==> src/rtl/core/lrupr_pkg.sv <==
// Package for the LRU page replacement block.
// Holds the fixed field widths, the configuration reset value and the structs
// passed between the controller and the frame cells. No dependencies.
package lrupr_pkg;

  localparam int FI_W      = 4;   // width of the frame_index result field
  localparam int FAULT_W   = 32;  // width of the fault counter
  localparam int CFG_W     = 5;   // width of the frames_in_use register
  localparam int CFG_RESET = 16;  // frames_in_use after reset

  // Control part of the search token that walks down the cell chain.
  typedef struct packed {
    logic vld;  // token carries an item
    logic hit;  // a resident copy of the page has been found upstream
  } scan_flags_t;

  // Update command broadcast to every cell when an item completes.
  typedef struct packed {
    logic en;       // apply the update in this cycle
    logic age_all;  // age every other valid frame (fill of an empty frame)
    logic load;     // write the new page into the chosen frame
  } upd_ctl_t;

endpackage

==> src/rtl/core/lrupr_in_if.sv <==
// Input channel of the LRU page replacement block: one page reference per item.
// Depends on nothing; used by lrupr_ctrl and lru_page_replacement_top.
interface lrupr_in_if #(
  parameter int PAGE_BITS = 16
);
  logic                 valid;
  logic                 ready;
  logic [PAGE_BITS-1:0] page_number;

  modport source (output valid, output page_number, input ready);
  modport sink   (input valid, input page_number, output ready);
endinterface

==> src/rtl/core/lrupr_out_if.sv <==
// Result channel of the LRU page replacement block: one result per item.
// Depends on lrupr_pkg for the fixed field widths.
interface lrupr_out_if #(
  parameter int PAGE_BITS = 16
);
  logic                         valid;
  logic                         ready;
  logic                         hit;
  logic [lrupr_pkg::FI_W-1:0]    frame_index;
  logic                         evicted_valid;
  logic [PAGE_BITS-1:0]         evicted_page;
  logic [lrupr_pkg::FAULT_W-1:0] fault_count;

  modport source (output valid, output hit, output frame_index, output evicted_valid,
                  output evicted_page, output fault_count, input ready);
  modport sink   (input valid, input hit, input frame_index, input evicted_valid,
                  input evicted_page, input fault_count, output ready);
endinterface

==> src/rtl/core/lrupr_cell.sv <==
// One page frame of the LRU block: holds page, valid bit and recency rank,
// folds itself into the passing search token and applies broadcast updates.
// Depends on lrupr_pkg.
module lrupr_cell #(
  parameter int PAGE_BITS = 16,
  parameter int IDX_W     = 4,
  parameter int SZ_W      = 5,
  parameter int IDX       = 0
) (
  input  logic                   clk,
  input  logic                   rst_n,
  input  logic [SZ_W-1:0]        size,
  input  lrupr_pkg::scan_flags_t flags_i,
  input  logic [PAGE_BITS-1:0]   page_i,
  input  logic [IDX_W-1:0]       hit_idx_i,
  input  logic [IDX_W-1:0]       hit_rank_i,
  input  logic [IDX_W-1:0]       old_rank_i,
  input  logic [IDX_W-1:0]       old_idx_i,
  input  logic [PAGE_BITS-1:0]   old_page_i,
  output lrupr_pkg::scan_flags_t flags_o,
  output logic [PAGE_BITS-1:0]   page_o,
  output logic [IDX_W-1:0]       hit_idx_o,
  output logic [IDX_W-1:0]       hit_rank_o,
  output logic [IDX_W-1:0]       old_rank_o,
  output logic [IDX_W-1:0]       old_idx_o,
  output logic [PAGE_BITS-1:0]   old_page_o,
  input  lrupr_pkg::upd_ctl_t    upd,
  input  logic [IDX_W-1:0]       upd_idx,
  input  logic [IDX_W-1:0]       upd_limit,
  input  logic [PAGE_BITS-1:0]   upd_page
);

  localparam logic [IDX_W-1:0] MY_IDX  = IDX_W'(IDX);
  localparam logic [SZ_W-1:0]  MY_SIZE = SZ_W'(IDX);

  logic [PAGE_BITS-1:0] page_r, page_nxt;
  logic                 valid_r, valid_nxt;
  logic [IDX_W-1:0]     rank_r, rank_nxt;

  lrupr_pkg::scan_flags_t flags_r, flags_nxt;
  logic [PAGE_BITS-1:0]   tpage_r;
  logic [IDX_W-1:0]       hit_idx_r, hit_idx_nxt;
  logic [IDX_W-1:0]       hit_rank_r, hit_rank_nxt;
  logic [IDX_W-1:0]       old_rank_r, old_rank_nxt;
  logic [IDX_W-1:0]       old_idx_r, old_idx_nxt;
  logic [PAGE_BITS-1:0]   old_page_r, old_page_nxt;

  logic in_range;
  logic match;
  logic older;

  assign in_range = MY_SIZE < size;
  assign match    = in_range && valid_r && (page_r == page_i) && !flags_i.hit;
  // Ranks are distinct, so >= only matters for the first valid frame seen.
  assign older    = in_range && valid_r && (rank_r >= old_rank_i);

  always_comb begin
    flags_nxt     = flags_i;
    hit_idx_nxt   = hit_idx_i;
    hit_rank_nxt  = hit_rank_i;
    old_rank_nxt  = old_rank_i;
    old_idx_nxt   = old_idx_i;
    old_page_nxt  = old_page_i;
    if (match) begin
      flags_nxt.hit = 1'b1;
      hit_idx_nxt   = MY_IDX;
      hit_rank_nxt  = rank_r;
    end
    if (older) begin
      old_rank_nxt = rank_r;
      old_idx_nxt  = MY_IDX;
      old_page_nxt = page_r;
    end
  end

  always_comb begin
    page_nxt  = page_r;
    valid_nxt = valid_r;
    rank_nxt  = rank_r;
    if (upd.en) begin
      if (upd_idx == MY_IDX) begin
        rank_nxt = '0;
        if (upd.load) begin
          page_nxt  = upd_page;
          valid_nxt = 1'b1;
        end
      end else if (valid_r && (upd.age_all || (rank_r < upd_limit))) begin
        rank_nxt = IDX_W'(rank_r + 1'b1);
      end
    end
  end

  always_ff @(posedge clk) begin
    if (!rst_n) begin
      valid_r <= 1'b0;
      rank_r  <= '0;
      flags_r <= '0;
    end else begin
      valid_r <= valid_nxt;
      rank_r  <= rank_nxt;
      flags_r <= flags_nxt;
    end
  end

  always_ff @(posedge clk) begin
    page_r     <= page_nxt;
    tpage_r    <= page_i;
    hit_idx_r  <= hit_idx_nxt;
    hit_rank_r <= hit_rank_nxt;
    old_rank_r <= old_rank_nxt;
    old_idx_r  <= old_idx_nxt;
    old_page_r <= old_page_nxt;
  end

  assign flags_o    = flags_r;
  assign page_o     = tpage_r;
  assign hit_idx_o  = hit_idx_r;
  assign hit_rank_o = hit_rank_r;
  assign old_rank_o = old_rank_r;
  assign old_idx_o  = old_idx_r;
  assign old_page_o = old_page_r;

endmodule

==> src/rtl/core/lrupr_ctrl.sv <==
// Controller of the LRU block: channel handshakes, frames_in_use register,
// fill count, fault counter, final decision and the update broadcast.
// Depends on lrupr_pkg, lrupr_in_if and lrupr_out_if.
module lrupr_ctrl #(
  parameter int FRAMES    = 16,
  parameter int PAGE_BITS = 16,
  parameter int IDX_W     = 4,
  parameter int SZ_W      = 5
) (
  input  logic                        clk,
  input  logic                        rst_n,
  input  logic                        cfg_we,
  input  logic [lrupr_pkg::CFG_W-1:0] cfg_wdata,
  lrupr_in_if.sink                    in_ch,
  lrupr_out_if.source                 out_ch,
  output logic [SZ_W-1:0]             size,
  output lrupr_pkg::scan_flags_t      inj_flags,
  output logic [PAGE_BITS-1:0]        inj_page,
  input  lrupr_pkg::scan_flags_t      last_flags,
  input  logic [PAGE_BITS-1:0]        last_page,
  input  logic [IDX_W-1:0]            last_hit_idx,
  input  logic [IDX_W-1:0]            last_hit_rank,
  input  logic [IDX_W-1:0]            last_old_rank,
  input  logic [IDX_W-1:0]            last_old_idx,
  input  logic [PAGE_BITS-1:0]        last_old_page,
  output lrupr_pkg::upd_ctl_t         upd,
  output logic [IDX_W-1:0]            upd_idx,
  output logic [IDX_W-1:0]            upd_limit,
  output logic [PAGE_BITS-1:0]        upd_page
);

  localparam int CFGW = lrupr_pkg::CFG_W;
  localparam int FIW  = lrupr_pkg::FI_W;
  localparam int FLTW = lrupr_pkg::FAULT_W;
  localparam int CW   = (SZ_W > CFGW) ? SZ_W : CFGW;
  localparam logic [CW-1:0]   FRAMES_C  = CW'(FRAMES);
  localparam logic [CFGW-1:0] CFG_RST_C = CFGW'(lrupr_pkg::CFG_RESET);

  logic [CFGW-1:0] cfg_r;
  logic [SZ_W-1:0] occ_r, occ_nxt;
  logic [FLTW-1:0] faults_r, faults_nxt;
  logic            busy_r, busy_nxt;
  logic            fin_vld_r, fin_vld_nxt;
  logic            out_vld_r, out_vld_nxt;

  logic                 fin_hit_r;
  logic [PAGE_BITS-1:0] fin_page_r;
  logic [IDX_W-1:0]     fin_hit_idx_r, fin_hit_rank_r, fin_old_rank_r, fin_old_idx_r;
  logic [PAGE_BITS-1:0] fin_old_page_r;

  logic                 out_hit_r;
  logic [FIW-1:0]       out_idx_r;
  logic                 out_ev_r;
  logic [PAGE_BITS-1:0] out_evpage_r;
  logic [FLTW-1:0]      out_fault_r;

  logic [CW-1:0]    cfg_ext;
  logic             accept;
  logic             complete;
  logic             is_fill;
  logic             is_evict;
  logic [IDX_W-1:0] frame;

  // Effective size: zero acts as one, anything above FRAMES acts as FRAMES.
  assign cfg_ext = CW'(cfg_r);
  always_comb begin
    if (cfg_ext == '0) begin
      size = SZ_W'(1);
    end else if (cfg_ext > FRAMES_C) begin
      size = SZ_W'(FRAMES);
    end else begin
      size = SZ_W'(cfg_ext);
    end
  end

  assign in_ch.ready = rst_n && !busy_r;
  assign accept      = in_ch.valid && rst_n && !busy_r;
  assign inj_flags   = '{vld: accept, hit: 1'b0};
  assign inj_page    = in_ch.page_number;

  assign complete = fin_vld_r && (!out_vld_r || out_ch.ready);
  assign is_fill  = !fin_hit_r && (occ_r < size);
  assign is_evict = !fin_hit_r && !is_fill;

  always_comb begin
    if (fin_hit_r) begin
      frame = fin_hit_idx_r;
    end else if (is_fill) begin
      frame = IDX_W'(occ_r);
    end else begin
      frame = fin_old_idx_r;
    end
  end

  assign upd       = '{en: complete, age_all: is_fill, load: !fin_hit_r};
  assign upd_idx   = frame;
  assign upd_limit = fin_hit_r ? fin_hit_rank_r : fin_old_rank_r;
  assign upd_page  = fin_page_r;

  always_comb begin
    occ_nxt     = occ_r;
    faults_nxt  = faults_r;
    busy_nxt    = busy_r;
    fin_vld_nxt = fin_vld_r;
    out_vld_nxt = out_vld_r;
    if (out_vld_r && out_ch.ready) begin
      out_vld_nxt = 1'b0;
    end
    if (last_flags.vld) begin
      fin_vld_nxt = 1'b1;
    end
    if (complete) begin
      fin_vld_nxt = 1'b0;
      busy_nxt    = 1'b0;
      out_vld_nxt = 1'b1;
      if (is_fill) begin
        occ_nxt = SZ_W'(occ_r + 1'b1);
      end
      if (!fin_hit_r && (faults_r != '1)) begin
        faults_nxt = faults_r + 1'b1;
      end
    end
    if (accept) begin
      busy_nxt = 1'b1;
    end
  end

  always_ff @(posedge clk) begin
    if (!rst_n) begin
      cfg_r     <= CFG_RST_C;
      occ_r     <= '0;
      faults_r  <= '0;
      busy_r    <= 1'b0;
      fin_vld_r <= 1'b0;
      out_vld_r <= 1'b0;
    end else begin
      if (cfg_we) begin
        cfg_r <= cfg_wdata;
      end
      occ_r     <= occ_nxt;
      faults_r  <= faults_nxt;
      busy_r    <= busy_nxt;
      fin_vld_r <= fin_vld_nxt;
      out_vld_r <= out_vld_nxt;
    end
  end

  always_ff @(posedge clk) begin
    if (last_flags.vld) begin
      fin_hit_r      <= last_flags.hit;
      fin_page_r     <= last_page;
      fin_hit_idx_r  <= last_hit_idx;
      fin_hit_rank_r <= last_hit_rank;
      fin_old_rank_r <= last_old_rank;
      fin_old_idx_r  <= last_old_idx;
      fin_old_page_r <= last_old_page;
    end
    if (complete) begin
      out_hit_r    <= fin_hit_r;
      out_idx_r    <= FIW'(frame);
      out_ev_r     <= is_evict;
      out_evpage_r <= is_evict ? fin_old_page_r : '0;
      out_fault_r  <= faults_nxt;
    end
  end

  assign out_ch.valid         = out_vld_r;
  assign out_ch.hit           = out_hit_r;
  assign out_ch.frame_index   = out_idx_r;
  assign out_ch.evicted_valid = out_ev_r;
  assign out_ch.evicted_page  = out_evpage_r;
  assign out_ch.fault_count   = out_fault_r;

  // A finished item waits in the end stage only while the block is busy with it.
  a_fin_busy: assert property (@(posedge clk) disable iff (!rst_n)
    fin_vld_r |-> busy_r)
    else $error("end stage holds an item while the block is idle");

  // The fill count never passes the number of frames.
  a_occ_max: assert property (@(posedge clk) disable iff (!rst_n)
    occ_r <= SZ_W'(FRAMES))
    else $error("fill count beyond FRAMES");

  // A completed item always lands in the result register.
  a_cmp_out: assert property (@(posedge clk) disable iff (!rst_n)
    complete |=> out_vld_r)
    else $error("completed item not presented");

  // No item is taken while another is being searched.
  a_one_item: assert property (@(posedge clk) disable iff (!rst_n)
    accept |=> (busy_r && !in_ch.ready))
    else $error("second item accepted during a search");

endmodule

==> src/rtl/core/lru_page_replacement_top.sv <==
// Top level of the LRU page replacement block: the controller and a chain
// of FRAMES frame cells. Depends on lrupr_pkg, lrupr_in_if, lrupr_out_if,
// lrupr_cell and lrupr_ctrl.
//
//   Channel  Direction  Handshake              Content
//   in_ch    in         valid/ready            page_number
//   out_ch   out        valid/ready            hit, frame_index, evicted_*, fault_count
//   cfg_     in         cfg_we, no back-press  frames_in_use (5 bits)
//
// An item's search token walks the cell chain one cell per cycle and lands in
// the end stage; there the controller decides and broadcasts the update to all
// frames once the result register is free or is being taken. No new item is
// taken before the previous one completes; the input is ready again in the
// same cycle that the result appears.
// Synchronous active-low reset empties every frame, clears the fault count and
// sets frames_in_use to 16. While the result register is full, the next item
// is still taken; its finished search then waits in the end stage.
module lru_page_replacement_top #(
  parameter int FRAMES    = 16,
  parameter int PAGE_BITS = 16
) (
  input  logic                        clk,
  input  logic                        rst_n,
  input  logic                        cfg_we,
  input  logic [lrupr_pkg::CFG_W-1:0] cfg_wdata,
  lrupr_in_if.sink                    in_ch,
  lrupr_out_if.source                 out_ch
);

  localparam int IDX_W = $clog2(FRAMES);
  localparam int SZ_W  = $clog2(FRAMES + 1);

  logic [SZ_W-1:0] size;

  lrupr_pkg::scan_flags_t st_flags    [FRAMES+1];
  logic [PAGE_BITS-1:0]   st_page     [FRAMES+1];
  logic [IDX_W-1:0]       st_hit_idx  [FRAMES+1];
  logic [IDX_W-1:0]       st_hit_rank [FRAMES+1];
  logic [IDX_W-1:0]       st_old_rank [FRAMES+1];
  logic [IDX_W-1:0]       st_old_idx  [FRAMES+1];
  logic [PAGE_BITS-1:0]   st_old_page [FRAMES+1];

  lrupr_pkg::upd_ctl_t  upd;
  logic [IDX_W-1:0]     upd_idx;
  logic [IDX_W-1:0]     upd_limit;
  logic [PAGE_BITS-1:0] upd_page;

  // A fresh token has found nothing yet.
  assign st_hit_idx[0]  = '0;
  assign st_hit_rank[0] = '0;
  assign st_old_rank[0] = '0;
  assign st_old_idx[0]  = '0;
  assign st_old_page[0] = '0;

  lrupr_ctrl #(
    .FRAMES    (FRAMES),
    .PAGE_BITS (PAGE_BITS),
    .IDX_W     (IDX_W),
    .SZ_W      (SZ_W)
  ) u_ctrl (
    .clk           (clk),
    .rst_n         (rst_n),
    .cfg_we        (cfg_we),
    .cfg_wdata     (cfg_wdata),
    .in_ch         (in_ch),
    .out_ch        (out_ch),
    .size          (size),
    .inj_flags     (st_flags[0]),
    .inj_page      (st_page[0]),
    .last_flags    (st_flags[FRAMES]),
    .last_page     (st_page[FRAMES]),
    .last_hit_idx  (st_hit_idx[FRAMES]),
    .last_hit_rank (st_hit_rank[FRAMES]),
    .last_old_rank (st_old_rank[FRAMES]),
    .last_old_idx  (st_old_idx[FRAMES]),
    .last_old_page (st_old_page[FRAMES]),
    .upd           (upd),
    .upd_idx       (upd_idx),
    .upd_limit     (upd_limit),
    .upd_page      (upd_page)
  );

  for (genvar g = 0; g < FRAMES; g++) begin : g_cell
    lrupr_cell #(
      .PAGE_BITS (PAGE_BITS),
      .IDX_W     (IDX_W),
      .SZ_W      (SZ_W),
      .IDX       (g)
    ) u_cell (
      .clk        (clk),
      .rst_n      (rst_n),
      .size       (size),
      .flags_i    (st_flags[g]),
      .page_i     (st_page[g]),
      .hit_idx_i  (st_hit_idx[g]),
      .hit_rank_i (st_hit_rank[g]),
      .old_rank_i (st_old_rank[g]),
      .old_idx_i  (st_old_idx[g]),
      .old_page_i (st_old_page[g]),
      .flags_o    (st_flags[g+1]),
      .page_o     (st_page[g+1]),
      .hit_idx_o  (st_hit_idx[g+1]),
      .hit_rank_o (st_hit_rank[g+1]),
      .old_rank_o (st_old_rank[g+1]),
      .old_idx_o  (st_old_idx[g+1]),
      .old_page_o (st_old_page[g+1]),
      .upd        (upd),
      .upd_idx    (upd_idx),
      .upd_limit  (upd_limit),
      .upd_page   (upd_page)
    );
  end

endmodule

==> src/flat_wrapper.sv <==
// flat-port wrapper written by rule: the top's interface ports become plain ports
module lru_page_replacement_top_flat 
#(
  parameter int FRAMES    = 16,
  parameter int PAGE_BITS = 16
)
  (clk, rst_n, cfg_we, cfg_wdata, in_ch_valid, in_ch_page_number, in_ch_ready, out_ch_valid, out_ch_hit, out_ch_frame_index, out_ch_evicted_valid, out_ch_evicted_page, out_ch_fault_count, out_ch_ready);
  lrupr_in_if #(.PAGE_BITS(PAGE_BITS)) in_ch_i ();
  lrupr_out_if #(.PAGE_BITS(PAGE_BITS)) out_ch_i ();
  input  logic clk;
  input  logic rst_n;
  input  logic cfg_we;
  input  logic [lrupr_pkg::CFG_W-1:0] cfg_wdata;
  input wire logic [$bits(in_ch_i.valid)-1:0] in_ch_valid;
  input wire logic [$bits(in_ch_i.page_number)-1:0] in_ch_page_number;
  output wire logic [$bits(in_ch_i.ready)-1:0] in_ch_ready;
  output wire logic [$bits(out_ch_i.valid)-1:0] out_ch_valid;
  output wire logic [$bits(out_ch_i.hit)-1:0] out_ch_hit;
  output wire logic [$bits(out_ch_i.frame_index)-1:0] out_ch_frame_index;
  output wire logic [$bits(out_ch_i.evicted_valid)-1:0] out_ch_evicted_valid;
  output wire logic [$bits(out_ch_i.evicted_page)-1:0] out_ch_evicted_page;
  output wire logic [$bits(out_ch_i.fault_count)-1:0] out_ch_fault_count;
  input wire logic [$bits(out_ch_i.ready)-1:0] out_ch_ready;
  assign in_ch_i.valid = in_ch_valid;
  assign in_ch_i.page_number = in_ch_page_number;
  assign in_ch_ready = in_ch_i.ready;
  assign out_ch_valid = out_ch_i.valid;
  assign out_ch_hit = out_ch_i.hit;
  assign out_ch_frame_index = out_ch_i.frame_index;
  assign out_ch_evicted_valid = out_ch_i.evicted_valid;
  assign out_ch_evicted_page = out_ch_i.evicted_page;
  assign out_ch_fault_count = out_ch_i.fault_count;
  assign out_ch_i.ready = out_ch_ready;
  lru_page_replacement_top #(.FRAMES(FRAMES), .PAGE_BITS(PAGE_BITS)) u_core (.clk(clk), .rst_n(rst_n), .cfg_we(cfg_we), .cfg_wdata(cfg_wdata), .in_ch(in_ch_i), .out_ch(out_ch_i));
endmodule
==> config.mk <==
export PLATFORM = sky130hd
export DESIGN_NAME = lru_page_replacement_top_flat
export DESIGN_NICKNAME = d
export VERILOG_FILES = /design/src/rtl/core/lrupr_pkg.sv /design/src/rtl/core/lrupr_in_if.sv /design/src/rtl/core/lrupr_out_if.sv /design/src/rtl/core/lrupr_cell.sv /design/src/rtl/core/lrupr_ctrl.sv /design/src/rtl/core/lru_page_replacement_top.sv /design/src/flat_wrapper.sv
export SDC_FILE = /design/constraint.sdc
export NUM_CORES = 2
export LEC_CHECK = 0
export BUFFER_PORTS_ARGS = -buffer_cell sky130_fd_sc_hd__buf_2
export CORE_ASPECT_RATIO = 1.25
export CORE_MARGIN = 3
export CORE_UTILIZATION = 58
export CTS_BUF_LIST = sky130_fd_sc_hd__clkbuf_2
export DETAILED_ROUTE_END_ITERATION = 10
export GPL_ROUTABILITY_DRIVEN = 0
export PLACE_DENSITY_LB_ADDON = 0.05
export SYNTH_ARGS = -nofsm -noshare
export SYNTH_HDL_FRONTEND = slang
export SYNTH_SLANG_ARGS = --single-unit
==> constraint.sdc <==
create_clock -name clk -period 3.4 [get_ports clk]
set_input_delay 0.34 -clock clk [delete_from_list [all_inputs] [get_ports clk]]
set_output_delay 0.34 -clock clk [all_outputs]
set_load 0.005 [all_outputs]
==> impl.org <==
** Status
- Run status :: completed

** CTS
- CTS Hold Bufs :: a little under 70
- Counting every sink on the clock net gives ~1300.
- In this run, post-CTS repair resized a total of 0 instances.
- Clk slew on worst S/H paths :: 0.11 ns
- Clock latency at the later pin of the worst-skew pair :: ~1.5 ns
- Cell at the root of the clock tree :: clkbuf_2
- In this run the number of H-tree levels came out at 5.
- TritonCTS created just over 300 clock buffers.
- Buffer count from post-CTS setup fixing :: 0
- Worst-case clock buffer depth :: 4
- TritonCTS built the clock tree.

** Power and ir drop
- Leakage component of the power :: around 20 nW
- Power per standard cell area :: 518 nW/um^2
- Worst-case vdd ir drop :: around 0.00036 V

** Floorplanning
- Chip width :: roughly 250 microns
- Top-Level Pins :: approximately 80
- Initial standard-cell utilization of the core :: 59.1%
- Number of standard-cell rows in the floorplan :: roughly 110
- Die outline area :: between 80000 and 90000 sq um
- The floorplan step set the die height to 315 microns.
- The core region is 75300 sq um.

** Placed design
- Number of instances in the placed design :: around 4300
- HPWL after detailed placement :: about 71000 microns
- The placed instances occupy a cell area of ~46000 sq um.
- Buffers placed on the I/O ports in this run total 81.

** Global routing
- Antenna violations before repair :: 1
- The total overflow left after global routing is 0.
- Pin count of the biggest net entering global routing :: just under 100
- Combined global-route utilization of all metal layers :: around 25%
- The first global-routing pass estimated 155000 microns of wire.
- The via count of the first global-routing pass came to between 20000 and 30000.

** Logic synthesis
- EDFF count, synth :: 359
- Post-synth net total :: roughly 3500
- Summing the sequential cell areas from Yosys gives 64.6% of the chip area.
- Ranked by total cell area, the synthesized netlist is headed by dfxtp_1 (40%), edfxtp_1 (24%), mux2_2 (9.2%), ha_1 (3.7%), xor2_1 (3.2%).
- Counting distinct cell types in the post-synthesis netlist gives 70.
- Area fraction of the dominant cell type after synthesis :: roughly 40%
- Asr flop ratio synth :: 0%
- Post-Syn Area :: between 40000 and 50000 sq um
- A synthesized cell averages ~13 sq um.
- Synthesis-stage register bit count :: between 1000 and 1500
- Most used flip-flop cell after synthesis :: dfxtp_1
- Top cell types by occurrence after synthesis :: dfxtp_1 (895), mux2_2 (365), edfxtp_1 (359)
- Largest area contributor in the synthesized netlist :: dfxtp_1
- Dominant cell by count in the synthesized netlist :: dfxtp_1
- In the synthesized netlist, the number of instances is 3318.
- During synthesis, Yosys emitted a total of 0 warnings.

** Critical path
- Cell with the largest stage delay on the worst path :: o31a_1
- Kind of start point of the critical path :: flip-flop
- Number of buffers and inverters on the critical path :: 2
- Following the worst setup path forward leads to its endpoint at u_core.g_cell[0].u_cell.page_r[1].
- Start of the worst register-to-register path :: u_core.u_ctrl.cfg_ext[4]
- Of all nets on the critical path, the largest fanout is 17.
- STA classifies the critical path endpoint as a flip-flop.
- The largest single stage delay on the critical path is slightly below 0.6 ns.
- Worst reg2reg setup slack :: ~0.24 ns
- The critical path starts at u_core.u_ctrl.cfg_ext[4].
- Setup Crit Path Kind :: reg2reg
- Kind of cell adding the most delay to the critical path :: compound AO/OA/AOI/OAI gates
- For the worst setup path, the data arrival time is between 4 and 5 ns.
- Worst reg-to-reg path cell count :: 9
- The critical path goes through inv_2 -> nand2_1 -> ha_1 -> o21ai_1 -> o21bai_2 -> o31a_1 -> o211ai_2 -> nor2_1 -> buf_4.
- Endpoint of the lowest-slack register-to-register path :: u_core.g_cell[0].u_cell.page_r[1]
- Counting buffers and inverters, the worst setup path is 9 cells deep.
- For the worst setup path, the data required time is between 4 and 5 ns.

** STA
- Headroom to the max-slew limit came out at between 15 and 20%.
- Final cycle utilization of the critical path :: roughly 93%
- For the pin with the worst max-slew slack, the measured transition is between 1 and 1.5 ns.
- The final count of pins violating max slew was 0.
- RSZ-0062 raised after global routing :: no
- Setup_tns :: 0 ns
- Derived from the worst setup path, the maximum achievable clock frequency is 0.316 GHz.
- Largest clock skew in the final design :: approximately 0.16 ns
- The smallest clock period supported by the final layout is computed as 3.16 ns.
- Final setup violating endpoints :: 0
- Across all hold checks on the routed design, the worst slack comes to roughly 0.21 ns.
- The number of hold-slack violations in the final timing report came to 0.

** Route
- The detailed router finished its first iteration with 1371 violations.
- Initial DRT Pass Iterations :: 5
- After detailed routing, the average wire length per cell comes to between 20 and 25 microns.
- Post-detailed-routing wire length :: ~100000 microns
- Via Count :: about 27000
- In this run the remaining antenna-violating nets after routing total 0.
- Using the TritonRoute via totals, the vias-per-cell ratio works out to approximately 5.4.
- For this run, design rule violations remaining after detail routing come to 0.

** Finish
- Final cell count without fillers :: around 4900
- Final core utilization :: roughly 66%
- Sequential cell area :: ~29000 sq um
- Compared with the post-synthesis result, the final layout area differs by 11.6%.
- With fillers left out, the area of the finished cells amounts to a little under 50000 sq um.
- Filler cells :: 5582
- Summing all multi-input logic gate instances after layout gives 15100 sq um.
- The post-route netlist has between 20 and 30% of its cells at a drive strength greater than 1.
- In the final design database the tool counted approximately 3900 nets.

** Job
- Max-cap violations :: 0

** Min path
- Tightest Hold Check Type :: in2reg
==> routing by layer <==
metal | GRT usage, % | share of wire [%] | routed length [microns]
met1 | 26.4 | 38 | 37400
met4 | 12.2 | 3.7 | 3670
met2 | 48.2 | 55 | 54700
met3 | 4.99 | 3.9 | 3910
met5 | 0 | 0 | 0
==> per-stage QoR <==
| stage | setup slack [ns] | power (W) |
|---|---|---|
| 2_1_floorplan | 0.00962 | 0.0163 |
| 3_3_place_gp | 0.377 | 0.0165 |
| 3_5_place_dp | 0.258 | 0.0166 |
| 4_1_cts | 0.252 | 0.0260 |
| 5_1_grt | 0.0242 | 0.0269 |
| 6_report | 0.238 | 0.0257 |
==> cells by family (layout without fill, tap and decap cells) <==
group           after synthesis  in the layout  share of synthesized area (%)
flops                      1254           1254                           64.6
simple gates                819            819                           10.4
mux                         376            376                           9.50
xor+xnor                    291            291                           5.73
compound gates              264            264                           4.48
buf+inv                     184            821                           1.67
fa+ha+maj                   130            130                           3.66
other cells                   0              2                              0
==> area by class of cell <==
cell class / instances / share of cell area, %
Clock buffer: 458 / 4.62
Antenna cell: 2 / 0.0101
Multi-Input combinational cell: 1880 / 30.4
Timing Repair Buffer: 213 / 3.25
Sequential cell: 1254 / 57.9
Clock inverter: 68 / 0.790
Tap cell: 969 / 2.45
Inverter: 82 / 0.623
==> worst reg2reg max path: cells and delay by family, from the launching register on <==
kind,cells,cell delay (ns)
fa+ha+maj,1,0.32
simple gates,2,0.31
flops,1,0.33
compound gates,4,1.48
buf+inv,2,0.41
==> state kept, by name, summed over array words and instances, names as in the netlist, 5 cells and up <==
signal,flops
u_core.u_ctrl.faults_r,32
u_core.g_cell.u_cell.old_page_o,256
u_core.g_cell.u_cell.old_rank_o,64
u_core.u_ctrl.upd_page,16
u_core.g_cell.u_cell.page_o,256
u_core.u_ctrl.occ_r,5
u_core.g_cell.u_cell.hit_idx_o,49
u_core.g_cell.u_cell.old_idx_o,49
u_core.g_cell.u_cell.rank_r,64
u_core.u_ctrl.fin_old_page_r,16
u_core.u_ctrl.out_ch.evicted_page,16
u_core.u_ctrl.out_ch.fault_count,32
u_core.g_cell.u_cell.hit_rank_o,64
u_core.g_cell.u_cell.flags_o,32
u_core.g_cell.u_cell.valid_r,16
u_core.g_cell.u_cell.page_r,256
u_core.u_ctrl.cfg_ext,5
==> cells in the final DEF (no fill, tap or decap), types with 6 or more instances in the layout <==
cell / instances
a211oi_1: 17
a21o_1: 34
a21oi_1: 59
a31oi_1: 20
and2_1: 93
and3_1: 27
buf_2: 80
buf_4: 61
clkbuf_2: 458
clkinv_1: 55
dfxtp_1: 894
dlygate4sd3_1: 69
edfxtp_1: 359
ha_1: 130
inv_1: 79
inv_2: 6
mux2_2: 365
mux2i_1: 8
nand2_1: 67
nand2b_1: 23
nand3_1: 139
nand4_1: 88
nor2_1: 89
nor2_2: 17
nor2b_1: 37
nor3_1: 75
nor4_1: 46
nor4_2: 6
o211ai_1: 25
o21a_1: 31
o21ai_0: 18
o311ai_0: 19
or2_2: 56
or3_1: 6
or4b_1: 19
xnor2_1: 130
xor2_1: 161
==> worst min-delay path by stage <==
stage                                        from                            endpoint  slack [ns]  depth (start not counted)
6_report                    in_ch_page_number[15]  u_core.g_cell[0].u_cell.page_o[15]        0.21                          3
5_1_grt                     in_ch_page_number[12]  u_core.g_cell[0].u_cell.page_o[12]        0.08                          3
3_5_place_dp   u_core.g_cell[8].u_cell.page_o[10]  u_core.g_cell[9].u_cell.page_o[10]        0.35                          0
3_3_place_gp    u_core.g_cell[0].u_cell.page_o[2]   u_core.g_cell[1].u_cell.page_o[2]        0.35                          0
4_1_cts                      in_ch_page_number[2]   u_core.g_cell[0].u_cell.page_o[2]       0.003                          3
2_1_floorplan   u_core.g_cell[9].u_cell.page_o[0]  u_core.g_cell[10].u_cell.page_o[0]        0.35                          0
==> report_power, final <==
part / leakage, nW / internal, W / switching (W)
clock network: 2.09 / 0.00393 / 0.00550
registers: 10.7 / 0.0155 / 0.000220
logic: 7.31 / 0.000281 / 0.000308
Power figures use the tool's default switching activity.
